$ cat config.mk
export PLATFORM = sky130hd
export DESIGN_NAME = scpa_divider
export DESIGN_NICKNAME = d
export VERILOG_FILES = /design/src/scpa_pkg.sv /design/src/scpa_divider.sv
export SDC_FILE = /design/constraint.sdc
export NUM_CORES = 1
export LEC_CHECK = 0
export ABC_AREA = 1
export BUFFER_PORTS_ARGS = -buffer_cell sky130_fd_sc_hd__buf_4
export CORE_AREA = 3 3 129 131
export CTS_CLUSTER_DIAMETER = 50
export CTS_CLUSTER_SIZE = 28
export DETAILED_ROUTE_END_ITERATION = 8
export DIE_AREA = 0 0 132 134
export PLACE_DENSITY_LB_ADDON = 0.15
export SETUP_SLACK_MARGIN = 0.4
export SYNTH_ARGS = -nofsm -noshare
export SYNTH_HDL_FRONTEND = slang
export SYNTH_SLANG_ARGS = --single-unit
$ cat constraint.sdc
create_clock -name clock -period 1.7 [get_ports clock]
set_clock_uncertainty 0.1 [all_clocks]
set_input_delay 0.085 -clock clock [delete_from_list [all_inputs] [get_ports clock]]
set_output_delay 0.085 -clock clock [all_outputs]
set_load 0.1 [all_outputs]
$ cat src/scpa_pkg.sv
// -----------------------------------------------------------------------------
// scpa_pkg
// Shared constants, codes and types for the size-class pool allocator.
// -----------------------------------------------------------------------------
package scpa_pkg;

   localparam int NUM_CLASSES     = 4;
   localparam int SLOTS_PER_CLASS = 256;
   localparam int ADDR_BITS       = 32;

   localparam int CLS_BITS  = $clog2(NUM_CLASSES);
   localparam int SLOT_BITS = $clog2(SLOTS_PER_CLASS);
   localparam int MEM_DEPTH = NUM_CLASSES * SLOTS_PER_CLASS;
   localparam int MEM_ABITS = CLS_BITS + SLOT_BITS;
   localparam int SIZE_BITS = 16;
   localparam int CNT_BITS  = 8;
   localparam int OFF_BITS  = SIZE_BITS + CNT_BITS;
   localparam int BASE_BITS = ADDR_BITS + 2;
   localparam int LIVE_BITS = 10;
   localparam int STAT_BITS = 3;

   // request modes
   localparam logic MODE_ALLOC = 1'b0;
   localparam logic MODE_FREE  = 1'b1;

   // result status codes
   localparam logic [STAT_BITS-1:0] ST_OK         = 3'd0;
   localparam logic [STAT_BITS-1:0] ST_TOO_LARGE  = 3'd1;
   localparam logic [STAT_BITS-1:0] ST_FULL       = 3'd2;
   localparam logic [STAT_BITS-1:0] ST_OUTSIDE    = 3'd3;
   localparam logic [STAT_BITS-1:0] ST_EMPTY      = 3'd4;
   localparam logic [STAT_BITS-1:0] ST_MISALIGNED = 3'd5;
   localparam logic [STAT_BITS-1:0] ST_DOUBLE     = 3'd6;

   // register indexes
   localparam logic [2:0] CSR_CLASSES  = 3'd0;
   localparam logic [2:0] CSR_CASCADE  = 3'd1;
   localparam logic [2:0] CSR_BASE     = 3'd2;
   localparam logic [2:0] CSR_SIZES    = 3'd3;
   localparam logic [2:0] CSR_COUNTS   = 3'd4;

   localparam logic [63:0] SIZES_RESET  = 64'd36029071898968080;
   localparam logic [31:0] COUNTS_RESET = 32'd1077952576;

   // stack memory access
   typedef struct packed {
      logic                 we;
      logic [MEM_ABITS-1:0] addr;
      logic [SLOT_BITS-1:0] wdata;
   } mem_req_type;

endpackage

$ cat src/scpa_divider.sv
// -----------------------------------------------------------------------------
// scpa_divider
// Restoring divider, one quotient bit per cycle, for slot offset / size.
// -----------------------------------------------------------------------------
module scpa_divider (
   input  logic                            clock,
   input  logic                            reset,
   input  logic                            start,
   input  logic [scpa_pkg::OFF_BITS-1:0]   dividend,
   input  logic [scpa_pkg::SIZE_BITS-1:0]  divisor,
   output logic                            done,
   output logic [scpa_pkg::OFF_BITS-1:0]   quot,
   output logic [scpa_pkg::SIZE_BITS-1:0]  remainder
);
   import scpa_pkg::*;

   localparam int STEP_BITS = $clog2(OFF_BITS + 1);

   logic [STEP_BITS-1:0] cnt_ff, cnt_in;
   logic                 done_ff, done_in;
   logic [OFF_BITS-1:0]  q_ff, q_in;
   logic [SIZE_BITS-1:0] r_ff, r_in;
   logic [SIZE_BITS-1:0] d_ff, d_in;
   logic [SIZE_BITS:0]   trial;

   // one shift-subtract step per cycle
   always_comb begin
      cnt_in  = cnt_ff;
      done_in = 1'b0;
      q_in    = q_ff;
      r_in    = r_ff;
      d_in    = d_ff;
      trial   = {r_ff, q_ff[OFF_BITS-1]};
      if (start) begin
         cnt_in = STEP_BITS'(OFF_BITS);
         q_in   = dividend;
         r_in   = '0;
         d_in   = divisor;
      end else if (cnt_ff != '0) begin
         if (trial >= {1'b0, d_ff}) begin
            r_in = SIZE_BITS'(trial - {1'b0, d_ff});
            q_in = {q_ff[OFF_BITS-2:0], 1'b1};
         end else begin
            r_in = trial[SIZE_BITS-1:0];
            q_in = {q_ff[OFF_BITS-2:0], 1'b0};
         end
         cnt_in  = cnt_ff - 1'b1;
         done_in = (cnt_ff == STEP_BITS'(1));
      end
   end

   always_ff @(posedge clock) begin
      if (reset) begin
         cnt_ff  <= '0;
         done_ff <= 1'b0;
      end else begin
         cnt_ff  <= cnt_in;
         done_ff <= done_in;
      end
      q_ff <= q_in;
      r_ff <= r_in;
      d_ff <= d_in;
   end

   assign done      = done_ff;
   assign quot      = q_ff;
   assign remainder = r_ff;

endmodule

-- After elaboration in Yosys (flattened, before gate mapping)
Cells that the tools add are included.
- flip-flop bits (word level): 62
- input port bits: 43
- output and inout bits: 41
- $add $sub $neg: 2
- order comparisons: 1
- equal/unequal tests: 1
- multiplexer cells: 6
- bitwise logic cells: 1
- reduce and logical (&&, ||, !) cells: 4
- operators with widths (kind ; number):
    2-to-1 mux 24 bit ; 2
    greater-or-equal comparator 17 x 16 -> 1 bit ; 1
    2-to-1 mux 16 bit ; 1
    subtractor 16 bit ; 1
    2-to-1 mux 5 bit ; 2
    == test 5 x 1 -> 1 bit, second input constant ; 1
    nonzero test 5 bit ; 1
    subtractor 5 x 1 -> 5 bit, second input constant ; 1
    OR reduction 3 bit ; 1
    nonzero test 2 bit ; 1
    OR reduction 2 bit ; 1
    2-to-1 mux 1 bit ; 1
    inverter 1 bit ; 1

-- Longest topological paths before layout
Gate-level depths: netlist of the first run.
- depth in word-level cells: 4
- gate-level depth with buffers: 15
- gate-level depth less buffers: 14

-- Worst setup path before layout of the first run
OpenSTA, ideal clock, no wires.
- path kind: flip-flop to flip-flop
- start point: reg q_ff[23] (netlist: quot[23])
- end point: reg r_ff[14] (netlist: remainder[14])
- setup time: 0.116 ns
- arrival time: 2.421 ns
- required time: 1.484 ns
- setup slack: -0.936 ns
- stages on the path, launching flop included: 14
- path through: edfxtp_1 > inv_1 > ha_1 > fa_1 > inv_1 > nand3_1 > nand3_1 > nand2_1 > nand2_1 > nand2_1 > nand3_1 > nand3_2 > nand2_1 > nand2_1
- cells in the longest elaborated chain, start to end: 2
- ends and longest elaborated chain (item ; line ; source):
    start: declaration ; scpa_divider.sv:21 ; logic [OFF_BITS-1:0] q_ff, q_in;
    start signal: assignment ; scpa_divider.sv:60 ; q_ff <= q_in;
    subtractor 16 bit or greater-or-equal comparator 17 x 16 -> 1 bit (tied branches) ; scpa_divider.sv:41, scpa_divider.sv:40 ;
    2-to-1 mux 16 bit * ; scpa_divider.sv:40 ; if (trial >= {1'b0, d_ff}) begin
    end signal: assignment ; scpa_divider.sv:61 ; r_ff <= r_in;
    end: declaration ; scpa_divider.sv:22 ; logic [SIZE_BITS-1:0] r_ff, r_in;
Every way passes the cells marked *; elsewhere a longest branch is shown, timed or not.
A chain may end at the register's enable or synchronous reset.

-- Worst setup path after layout of the first run
- start point: reg d_ff[4]
- end point: reg r_ff[9] (netlist: remainder[9])
- cells in the longest elaborated chain, start to end: 2
- ends and longest elaborated chain (item ; line ; source):
    start: declaration ; scpa_divider.sv:23 ; logic [SIZE_BITS-1:0] d_ff, d_in;
    start signal: assignment ; scpa_divider.sv:62 ; d_ff <= d_in;
    subtractor 16 bit or greater-or-equal comparator 17 x 16 -> 1 bit (tied branches) ; scpa_divider.sv:41, scpa_divider.sv:40 ;
    2-to-1 mux 16 bit * ; scpa_divider.sv:40 ;
Marked as above.

==> impl_metrics.yaml, run 1 <==
final_layout:
  multi_input_area_um2: 2300
  diodes: 0
  n_fill_cell: 1494
  drive_gt1_share_pct: 47.83
  synthToLayoutAreaGrowth_pct: 83.93
  seqCellArea_um2: 1663
  fin_cells: 929
  fin_nets: 771
worst_setup_path:
  r2r_slack_ns: -0.23
  crit_chain: "inv_2, ha_4, nand2_1, nand2_2, inv_2, nand2_2, nand2_4, buf_4, buf_4, nand4_1, nand2_1, nand2_1, nand3_1, nand2_1"
  critPathLaunch: "d_ff[4]$_DFFE_PP_"
  endpoint: "remainder[9]$_SDFFE_PP0P_"
  critPathCaptureType: "flip-flop"
  critPathSlowestCell: "edfxtp_1"
  crit_top_cell: "nand2_1"
  cp_max_fo: 4
  cp-start-kind: "flip-flop"
  crit_type: "flip-flop to flip-flop"
  r2r_end: "remainder[9]$_SDFFE_PP0P_"
  cp.required_ns: 1.83
  worstRegToRegCells: 14
  r2r-start: "d_ff[4]$_DFFE_PP_"
  critPathMaxStageDelay_ns: 0.37
  cp.arrival_ns: 2.05
power_and_ir_drop:
  clockPowerShare_pct: 19.5
  pwr-share-seq_pct: 20.9
  intPower_w: 0.005570
  combPwrFrac_pct: 59.6
  ir_worst_vdd_v: 0.0007510
  leakage_nw: 3.309
  p_per_area_nw_per_um2: 1497
  swShare_pct: 45.56
  p_switching_w: 0.004661
clocking:
  htree_levels: 3
  path_clk_slew_ns: 0.06
  clk_path_buf_depth: 2
  clk_latency_ns: 0.34
  clock_sinks: 62
  cts_tree: "done"
  clockRootBuffer: "clkbuf_16"
  numCtsBuffers: 9
sta:
  min_period_over_period_pct: 113.4
  max-slew-margin-rel_pct: 74.35
  period_needed_ns: 1.928
  worstMarginPinSlew_ns: 0.3818
  setup_violations: 17
  rsz0062_at_grt: "true"
  max_freq_mhz: 518.7
  final.setup.worst_slack_ns: -0.2280
  final-max-slew-violation-count: 0
  hold_violations: 0
floorplanning:
  die_h_um: 134
  start_util_pct: 23.64
  coreArea_um2: 15710
  io_pins: 84
  dieWidth_um: 132
  die_area_um2: 17690
  rows: 46
synth:
  async_flop_share_pct: 0
  yosysMostFrequentCell: "nand2_1"
  ys_seq_area_share_pct: 44.19
  avgSynthCellArea_um2: 7.772
  syn_nets: 541
  yosys-top-cells-area: "edfxtp_1 (32%), nand2_1 (19%), dfxtp_1 (12%)"
  synth_top_area_share_pct: 32.33
  ys.flop_type: "edfxtp_1"
  synth_top_cell_by_area: "edfxtp_1"
  synth.distinct_cells: 34
  synth_enable_flop_cells: 40
  netlist_instances: 478
  synth_top_cells_by_count: "nand2_1 (186), inv_1 (71), edfxtp_1 (40), nand3_1 (39), dfxtp_1 (22)"
  ys_ff_latch: 62
  ys_warn_count: 0
  syn_area_um2: 3715
drt:
  antenna_left: 0
  wirelength_um: 12850
  viasPerCell: 4.201
  drt_iter0_drc: 186
  drc: 0
  vias: 3903
  first_pass_iters: 4
  wl_per_cell_um: 13.83
placed_design:
  dp_slack_ns: -0.3757
  place_inst: 836
  dpl.hpwl_um: 8585
  portBuffers: 83
  routabilityCongestion: 0.8319
worst_hold_path:
  hold_class: "primary input to flip-flop"
grt:
  grt_usage_pct: 14.67
  grt-ovfl-total: 0
  antenna_found_initial: 0
  first_global_vias: 4104
  grt_max_degree: 27
  grt_pass1_wl_um: 20520
run_status:
  outcome: "complete, but fails checks"
  violations: "setup timing"
run:
  maxCapViolCount: 0
-- sequential cells by signal, indices dropped and copies added (netlist names) --
signal and cells:
remainder 16, quot 24, done 1, d_ff 16
cnt_ff 5
-- worst min-delay path by stage --
stage	start	to	depth (start not counted)
3_5_place_dp	divisor[12]	d_ff[12]$_DFFE_PP_	1
2_1_floorplan	reset	cnt_ff[3]$_SDFFE_PP0P_	1
5_1_grt	dividend[0]	quot[0]$_DFFE_PP_	3
4_1_cts	dividend[0]	quot[0]$_DFFE_PP_	3
6_report	dividend[0]	quot[0]$_DFFE_PP_	3
3_3_place_gp	reset	cnt_ff[3]$_SDFFE_PP0P_	2
-- worst max-delay path, delay by kind of cell (launching register included) --
kind | cells | cell delay, ns
fa+ha+maj | 1 | 0.22
buf+inv | 4 | 0.34
flops | 1 | 0.37
simple gates | 9 | 0.80
-- layout by cell type (no fill, tap or decap), types with 5 or more instances in the layout --
master | Yosys | final
dfxtp_2 | 0 | 17
a21oi_1 | 12 | 9
nand3b_1 | 6 | 6
nand2_2 | 6 | 23
inv_2 | 4 | 24
edfxtp_1 | 40 | 40
dlygate4sd3_1 | 0 | 41
o21ai_1 | 0 | 7
ha_4 | 0 | 18
nand3_2 | 5 | 16
buf_6 | 2 | 23
clkbuf_16 | 0 | 9
nand3_1 | 39 | 24
nor2_1 | 14 | 10
dfxtp_1 | 22 | 5
buf_4 | 0 | 155
xnor2_1 | 6 | 5
inv_1 | 71 | 50
nand2_4 | 1 | 12
nor2_4 | 0 | 5
nand2_1 | 186 | 157
-- power by group through the flow --
stage	registers [W]	logic (W)	clock network, W
CTS	0.00214	0.00560	0.00206
finish	0.00214	0.00609	0.00200
floorplan	0.00366	0.00175	0
global placement	0.00210	0.00482	0
detailed placement	0.00210	0.00482	0
global route	0.00217	0.00651	0.00213
-- routing by layer --
| layer | GRT usage [%] | up-vias | routed length (µm) |
|---|---|---|---|
| li1 | - | 1988 | - |
| met1 | 18.87 | 1811 | 5970 |
| met2 | 24.54 | 91 | 6052 |
| met3 | 3.676 | 13 | 644 |
| met4 | 4.201 | 0 | 181 |
| met5 | 0 | - | 0 |
-- metrics by stage --
stage                     total power (W)  TNS (ns)  cell area [µm²]  util (%)  hold slack [ns]
final                             0.01023    -3.157             6833     43.49          0.03090
after global routing              0.01081    -5.197             6833     43.49          0.05238
after global placement           0.006920    -6.042             5160     32.84           0.1608
after CTS                        0.009791    -2.805             6476     41.22          0.02980
after floorplan                  0.005417    -10.22             3796         -          0.05441
after detailed placement         0.006922    -5.977             5160     32.84           0.1646
-- kinds of logic (layout without fill, tap and decap cells) --
logic type	after synthesis	after routing	synth area share (%)
DFF	62	62	44.19
AOI/OAI and AO/OA	28	28	4.244
xor gates and xnor gates	8	8	1.886
adders and majority gates	20	20	6.938
buffers and inverters	86	319	9.969
and+or+nand+nor	274	276	32.77
-- layout make-up --
cell class                      instances  area share, %
Timing Repair inverter                  3         0.5677
Multi-Input combinational cell        332          33.66
Tap cell                              216          3.955
Clock buffer                            9          3.296
Clock inverter                          7          1.428
Timing Repair Buffer                  224          28.40
Sequential cell                        62          24.34
Inverter                               76          4.358
-- repair_timing --
action | in CTS | in global routing
pin swaps | 26 | 35
hold endpoints to repair | 47 | 0
cloned | 6 | 0
buffers inserted | 15 | 15
hold buffers | 41 | 0
gates resized for setup | 83 | 67
setup endpoints to repair | 43 | 54
Note: power is estimated with default switching activity, not from simulation.
==> run 2: changes to the inputs <==
- ABC_AREA: 1 -> unset
- CORE_AREA: 3 3 129 131 -> 3 3 127 129
- CTS_BUF_LIST: unset -> sky130_fd_sc_hd__clkbuf_16
- DIE_AREA: 0 0 132 134 -> 0 0 130 132
==> impl_metrics.yaml, run 2 <==
worst_setup_path:
  critPathCaptureType: "flip-flop"
  critPathLaunch: "d_ff[11]$_DFFE_PP_"
  r2r-start: "d_ff[11]$_DFFE_PP_"
  critPathBufInv: 2
  endpoint: "quot[0]$_DFFE_PP_"
  cp.arrival_ns: 2.41
  critPathMaxStageDelay_ns: 0.58
  crit_type: "flip-flop to flip-flop"
  r2r_slack_ns: -0.72
  crit_family: "simple AND/OR/NAND/NOR gates"
  crit_chain: "inv_1, ha_4, and2_4, a21oi_2, o21ai_1, buf_4, or4_4, mux2_4"
  cp.required_ns: 1.69
  cp-start-kind: "flip-flop"
  cp.depth: 8
  r2r_end: "quot[0]$_DFFE_PP_"
  worstRegToRegCells: 8
  cp_max_fo: 7
  critPathSlowestCell: "or4_4"
floorplanning:
  die_h_um: 132
  coreArea_um2: 15150
  rows: 45
  start_util_pct: 23.78
  io_pins: 84
  die_area_um2: 17160
  dieWidth_um: 130
worst_hold_path:
  hold_class: "primary input to flip-flop"
synth:
  yosysMostFrequentCell: "edfxtp_1"
  ys_warn_count: 0
  ys_seq_area_share_pct: 45.59
  yosys.area_share.adder_pct: 7.158
  ys.flop_type: "edfxtp_1"
  syn_area_um2: 3601
  netlist_instances: 332
  avgSynthCellArea_um2: 10.85
  synth_compound_area_share_pct: 18.03
  syn_nets: 395
  yosys.area_share.xor_xnor_pct: 1.946
  async_flop_share_pct: 0
  synth_top_family_by_area: "compound AO/OA/AOI/OAI gates"
  synth-simple-area-share_pct: 13.66
  synth.distinct_cells: 61
  synth_top_cells_by_count: "edfxtp_1 (40), mux2_2 (24), nand2_1 (24), inv_1 (23), nor2_1 (23)"
  synth_enable_flop_cells: 40
  ys_ff_latch: 62
  muxShareOfSynthArea_pct: 8.895
  synth_top_cell_by_area: "edfxtp_1"
  synth_top_area_share_pct: 33.36
  yosys-top-cells-area: "edfxtp_1 (33%), dfxtp_1 (12%), mux2_2 (7.5%)"
sta:
  max-slew-margin-rel_pct: 68.18
  max_freq_mhz: 413.6
  final.setup.worst_slack_ns: -0.7180
  worstMarginPinSlew_ns: 0.4712
  tns_ns: -10.93
  final-max-slew-violation-count: 0
  rsz0062_at_grt: "true"
  period_needed_ns: 2.418
  setup_violations: 17
  min_period_over_period_pct: 142.2
  holdWs_ns: 0.09233
  hold_violations: 0
drt:
  vias: 3388
  drt_iter0_drc: 107
  first_pass_iters: 4
  wl_per_cell_um: 14.64
  antenna_left: 0
  drc: 0
  wirelength_um: 11050
  viasPerCell: 4.487
placed_design:
  dpl.hpwl_um: 7825
  portBuffers: 83
  routabilityCongestion: 0.7679
  placedInstanceArea_um2: 5221
final_layout:
  drive_gt1_share_pct: 54.85
  layout_common_cells: "buf_4 (164), dlygate4sd3_1 (41), edfxtp_1 (40), mux2_2 (23), buf_6 (22)"
  largest_reg_flops: 24
  synthToLayoutAreaGrowth_pct: 80.75
  final_area_um2: 6509
  multi_input_area_um2: 2105
  final_common_cell: "buf_4"
  fin_nets: 625
  diodes: 0
  n_fill_cell: 1415
  fin_util_pct: 42.97
  seqCellArea_um2: 1683
clocking:
  clk_latency_ns: 0.34
  htree_levels: 3
  clockRootBuffer: "clkbuf_16"
  clock_sinks: 62
  clk_path_buf_depth: 2
  numCtsBuffers: 9
  path_clk_slew_ns: 0.06
  cts_tree: "done"
power_and_ir_drop:
  clockPowerShare_pct: 17.1
  combPwrFrac_pct: 64.1
  pwr-share-seq_pct: 18.8
  leakage_nw: 2.880
  intPower_w: 0.006504
  swShare_pct: 45.93
  p_per_area_nw_per_um2: 1848
  ir_worst_vdd_v: 0.001323
  p_switching_w: 0.005525
grt:
  busiest_layer: "met2"
  grt_use_met3_pct: 3.647
  grt_usage_pct: 13.25
  grt_max_degree: 29
  grt-ovfl-total: 0
  grt_pass1_wl_um: 17820
  grt_use_met1_pct: 17.10
  grt_util_met2_pct: 21.15
  antenna_found_initial: 0
  first_global_vias: 3492
run:
  maxCapViolCount: 0
run_status:
  violations: "setup timing"
  outcome: "complete, but fails checks"
[run 2: worst reg2reg max path, delay by kind of cell (launching register included)]
family / cells / cell delay, ns
DFF: 1 / 0.37
buffers and inverters: 2 / 0.24
muxes: 1 / 0.28
and+or+nand+nor: 2 / 0.75
adders and majority gates: 1 / 0.20
AOI/OAI and AO/OA: 2 / 0.23
[run 2: cells by family (layout without fill, tap and decap cells)]
group / count (synthesis) / after routing
xor gates and xnor gates: 8 / 8
muxes: 29 / 29
DFF: 62 / 62
buffers and inverters: 40 / 275
AOI/OAI and AO/OA: 82 / 82
and+or+nand+nor: 91 / 91
adders and majority gates: 20 / 20
[run 2: power groups by stage]
stage | sequential, W | clock, W | combinational [W]
finish | 0.00226 | 0.00206 | 0.00771
global placement | 0.00226 | 0 | 0.00685
floorplan | 0.00438 | 0 | 0.00238
CTS | 0.00226 | 0.00214 | 0.00734
global route | 0.00231 | 0.00220 | 0.00824
detailed placement | 0.00227 | 0 | 0.00687
[run 2: metrics by stage]
stage | worst slack, ns | cells | total power, W
final | -0.7180 | 755 | 0.01203
after global routing | -0.7746 | 755 | 0.01274
after CTS | -0.7082 | 751 | 0.01174
after detailed placement | -0.7590 | 681 | 0.009132
after global placement | -0.7452 | 681 | 0.009105
after floorplan | -1.069 | 332 | 0.006760
[run 2: final cells by class]
type / count / area share, %
tap: 188 / 3.614
timing repair buffer: 235 / 31.72
multi-input combinational: 230 / 32.33
sequential: 62 / 25.86
clock inverter: 7 / 1.596
clock buffer: 9 / 3.460
inverter: 24 / 1.423
[run 2: how the worst min path moves through the flow]
stage | endpoint | slack (ns) | cells after the start | startpoint
final | remainder[4]$_SDFFE_PP0P_ | 0.09 | 3 | start
after global routing | cnt_ff[1]$_SDFFE_PP0P_ | 0.11 | 3 | start
after CTS | remainder[4]$_SDFFE_PP0P_ | 0.09 | 3 | start
after detailed placement | d_ff[2]$_DFFE_PP_ | 0.16 | 1 | divisor[2]
after global placement | d_ff[8]$_DFFE_PP_ | 0.16 | 1 | divisor[8]
after floorplan | cnt_ff[0]$_SDFFE_PP0P_ | 0.05 | 1 | reset
[run 2: metal layers]
| metal | part of all wire [%] | wire, µm |
|---|---|---|
| met3 | 4.1 | 457 |
| met4 | 1.6 | 178 |
| met2 | 48 | 5340 |
| met1 | 46 | 5075 |
| met5 | 0 | 0 |
[run 2: repair_timing]
item                                   CTS  global route
setup endpoints to repair               49            53
hold buffers                            41             0
endpoints found under the hold margin   46             0
pin swaps                               18            14
resized for setup                       42            38
setup buffers                           11             3
cloned                                   2             1
==> run 3: changes to the inputs <==
- CORE_AREA: 3 3 127 129 -> 4 4 128 130
- DIE_AREA: 0 0 130 132 -> 0 0 132 134
==> impl_metrics.yaml, run 3 (synthesis gave the netlist of run 2 again) <==
sta:
  period_needed_ns: 2.414
  max_freq_mhz: 414.2
  rsz0062_at_grt: "true"
  min_period_over_period_pct: 142.0
  setup_violations: 17
  final.setup.worst_slack_ns: -0.7141
  hold_violations: 0
  max-slew-margin-rel_pct: 62.16
  final-max-slew-violation-count: 0
  worstMarginPinSlew_ns: 0.5617
floorplanning:
  die_h_um: 134
  rows: 45
  die_area_um2: 17690
  coreArea_um2: 15150
  dieWidth_um: 132
  start_util_pct: 23.78
  io_pins: 84
drt:
  drt_iter0_drc: 70
  wl_per_cell_um: 14.78
  antenna_left: 0
  drc: 0
  viasPerCell: 4.527
  vias: 3395
  wirelength_um: 11080
  first_pass_iters: 4
placed_design:
  portBuffers: 83
  dpl.hpwl_um: 7971
  routabilityCongestion: 0.7857
  place_inst: 670
final_layout:
  fin_util_pct: 42.84
  layout_common_cells: "buf_4 (155), dlygate4sd3_1 (43), edfxtp_1 (40), buf_6 (27), mux2_2 (23)"
  largest_reg_flops: 24
  final_common_cell: "buf_4"
  drive_gt1_share_pct: 57.30
  diodes: 0
  synthToLayoutAreaGrowth_pct: 80.19
  fin_nets: 620
  n_fill_cell: 1432
  fin_cells: 750
run_status:
  outcome: "complete, but fails checks"
  violations: "setup timing"
grt:
  antenna_found_initial: 0
  grt_max_degree: 25
  grt_usage_pct: 12.76
  first_global_vias: 3567
  grt_pass1_wl_um: 18020
  grt-ovfl-total: 0
power_and_ir_drop:
  p_per_area_nw_per_um2: 1845
  ir_worst_vdd_v: 0.001057
  leakage_nw: 2.831
worst_setup_path:
  critPathMaxStageDelay_ns: 0.65
  critPathBufInv: 1
  r2r_slack_ns: -0.71
  cp_max_fo: 8
  crit_family: "simple AND/OR/NAND/NOR gates"
  crit_chain: "inv_2, ha_4, a21o_1, a21oi_4, a311oi_4, or4_4, mux2_4"
  crit_type: "flip-flop to flip-flop"
  worstRegToRegCells: 7
  cp.required_ns: 1.69
  cp-start-kind: "flip-flop"
  critPathSlowestCell: "or4_4"
  critPathCaptureType: "flip-flop"
  r2r-start: "d_ff[3]$_DFFE_PP_"
  r2r_end: "quot[0]$_DFFE_PP_"
  cp.arrival_ns: 2.40
clocking:
  clk_latency_ns: 0.34
  htree_levels: 3
  path_clk_slew_ns: 0.06
  clockRootBuffer: "clkbuf_16"
  clock_sinks: 62
  clk_path_buf_depth: 2
  numCtsBuffers: 9
  cts_tree: "done"
worst_hold_path:
  min_from: "start"
  hold_end: "done$_SDFF_PP0_"
  holdPathStages: 4
  hold_class: "primary input to flip-flop"
run:
  maxCapViolCount: 0
run 3: worst register-to-register path, cell delays in order (launching register included):
cell      delay (ns)
edfxtp_1        0.37
inv_2           0.08
ha_4            0.20
a21o_1          0.19
a21oi_4         0.17
a311oi_4        0.13
or4_4           0.65
mux2_4          0.29
run 3: repair_timing:
| action | CTS | global route |
|---|---|---|
| hold endpoints to repair | 47 | 0 |
| pin swaps | 17 | 15 |
| cloned | 0 | 3 |
| hold buffers | 43 | 0 |
| buffers inserted | 15 | 3 |
| resized for setup | 43 | 56 |
| endpoints found under the setup margin | 46 | 56 |
run 3: how the worst max path moves through the flow:
stage / start / to / slack (ns) / cells past startpoint
after global placement: d_ff[3]$_DFFE_PP_ / quot[0]$_DFFE_PP_ / -0.77 / 7
after detailed placement: d_ff[3]$_DFFE_PP_ / remainder[3]$_SDFFE_PP0P_ / -0.81 / 9
after floorplan: quot[23]$_DFFE_PP_ / quot[0]$_DFFE_PP_ / -1.07 / 7
after global routing: d_ff[3]$_DFFE_PP_ / quot[0]$_DFFE_PP_ / -0.79 / 7
final: d_ff[3]$_DFFE_PP_ / quot[0]$_DFFE_PP_ / -0.71 / 7
after CTS: d_ff[3]$_DFFE_PP_ / quot[0]$_DFFE_PP_ / -0.72 / 7
run 3: through the flow:
stage               hold slack [ns]  worst slack [ns]  total power (W)  TNS (ns)  instance area (µm²)
global placement             0.1635           -0.7663         0.008938    -11.91                 5126
floorplan                   0.05330            -1.069         0.006760    -21.12                 3722
global route                0.06872           -0.7888          0.01268    -12.39                 6489
CTS                         0.01797           -0.7176          0.01152    -10.98                 6140
finish                      0.04253           -0.7141          0.01197    -10.77                 6489
detailed placement           0.1645           -0.8059         0.008954    -12.56                 5126
run 3: cell type report:
class	instances	area, µm²	share of cell area, %
inverters	24	92.59	1.427
clock buffers	9	225.2	3.471
repair buffers	230	2003	30.87
clock inverters	7	71.32	1.099
multi-input cells	230	2176	33.53
well taps	188	235.2	3.625
flip-flops and latches	62	1685	25.97
run 3: report_power, final:
| part | total [W] | switching [W] | internal [W] |
|---|---|---|---|
| sequential | 0.00229 | 0.000240 | 0.00205 |
| combinational | 0.00783 | 0.00462 | 0.00320 |
| clock | 0.00186 | 0.000719 | 0.00114 |
run 3: metal layers:
layer	up-vias	global-route usage (%)	share of wire, %
li1	1703	-	-
met1	1606	16.42	46
met2	75	20.67	47
met3	11	4.239	5.5
met4	0	3.326	1.2
met5	-	0	0
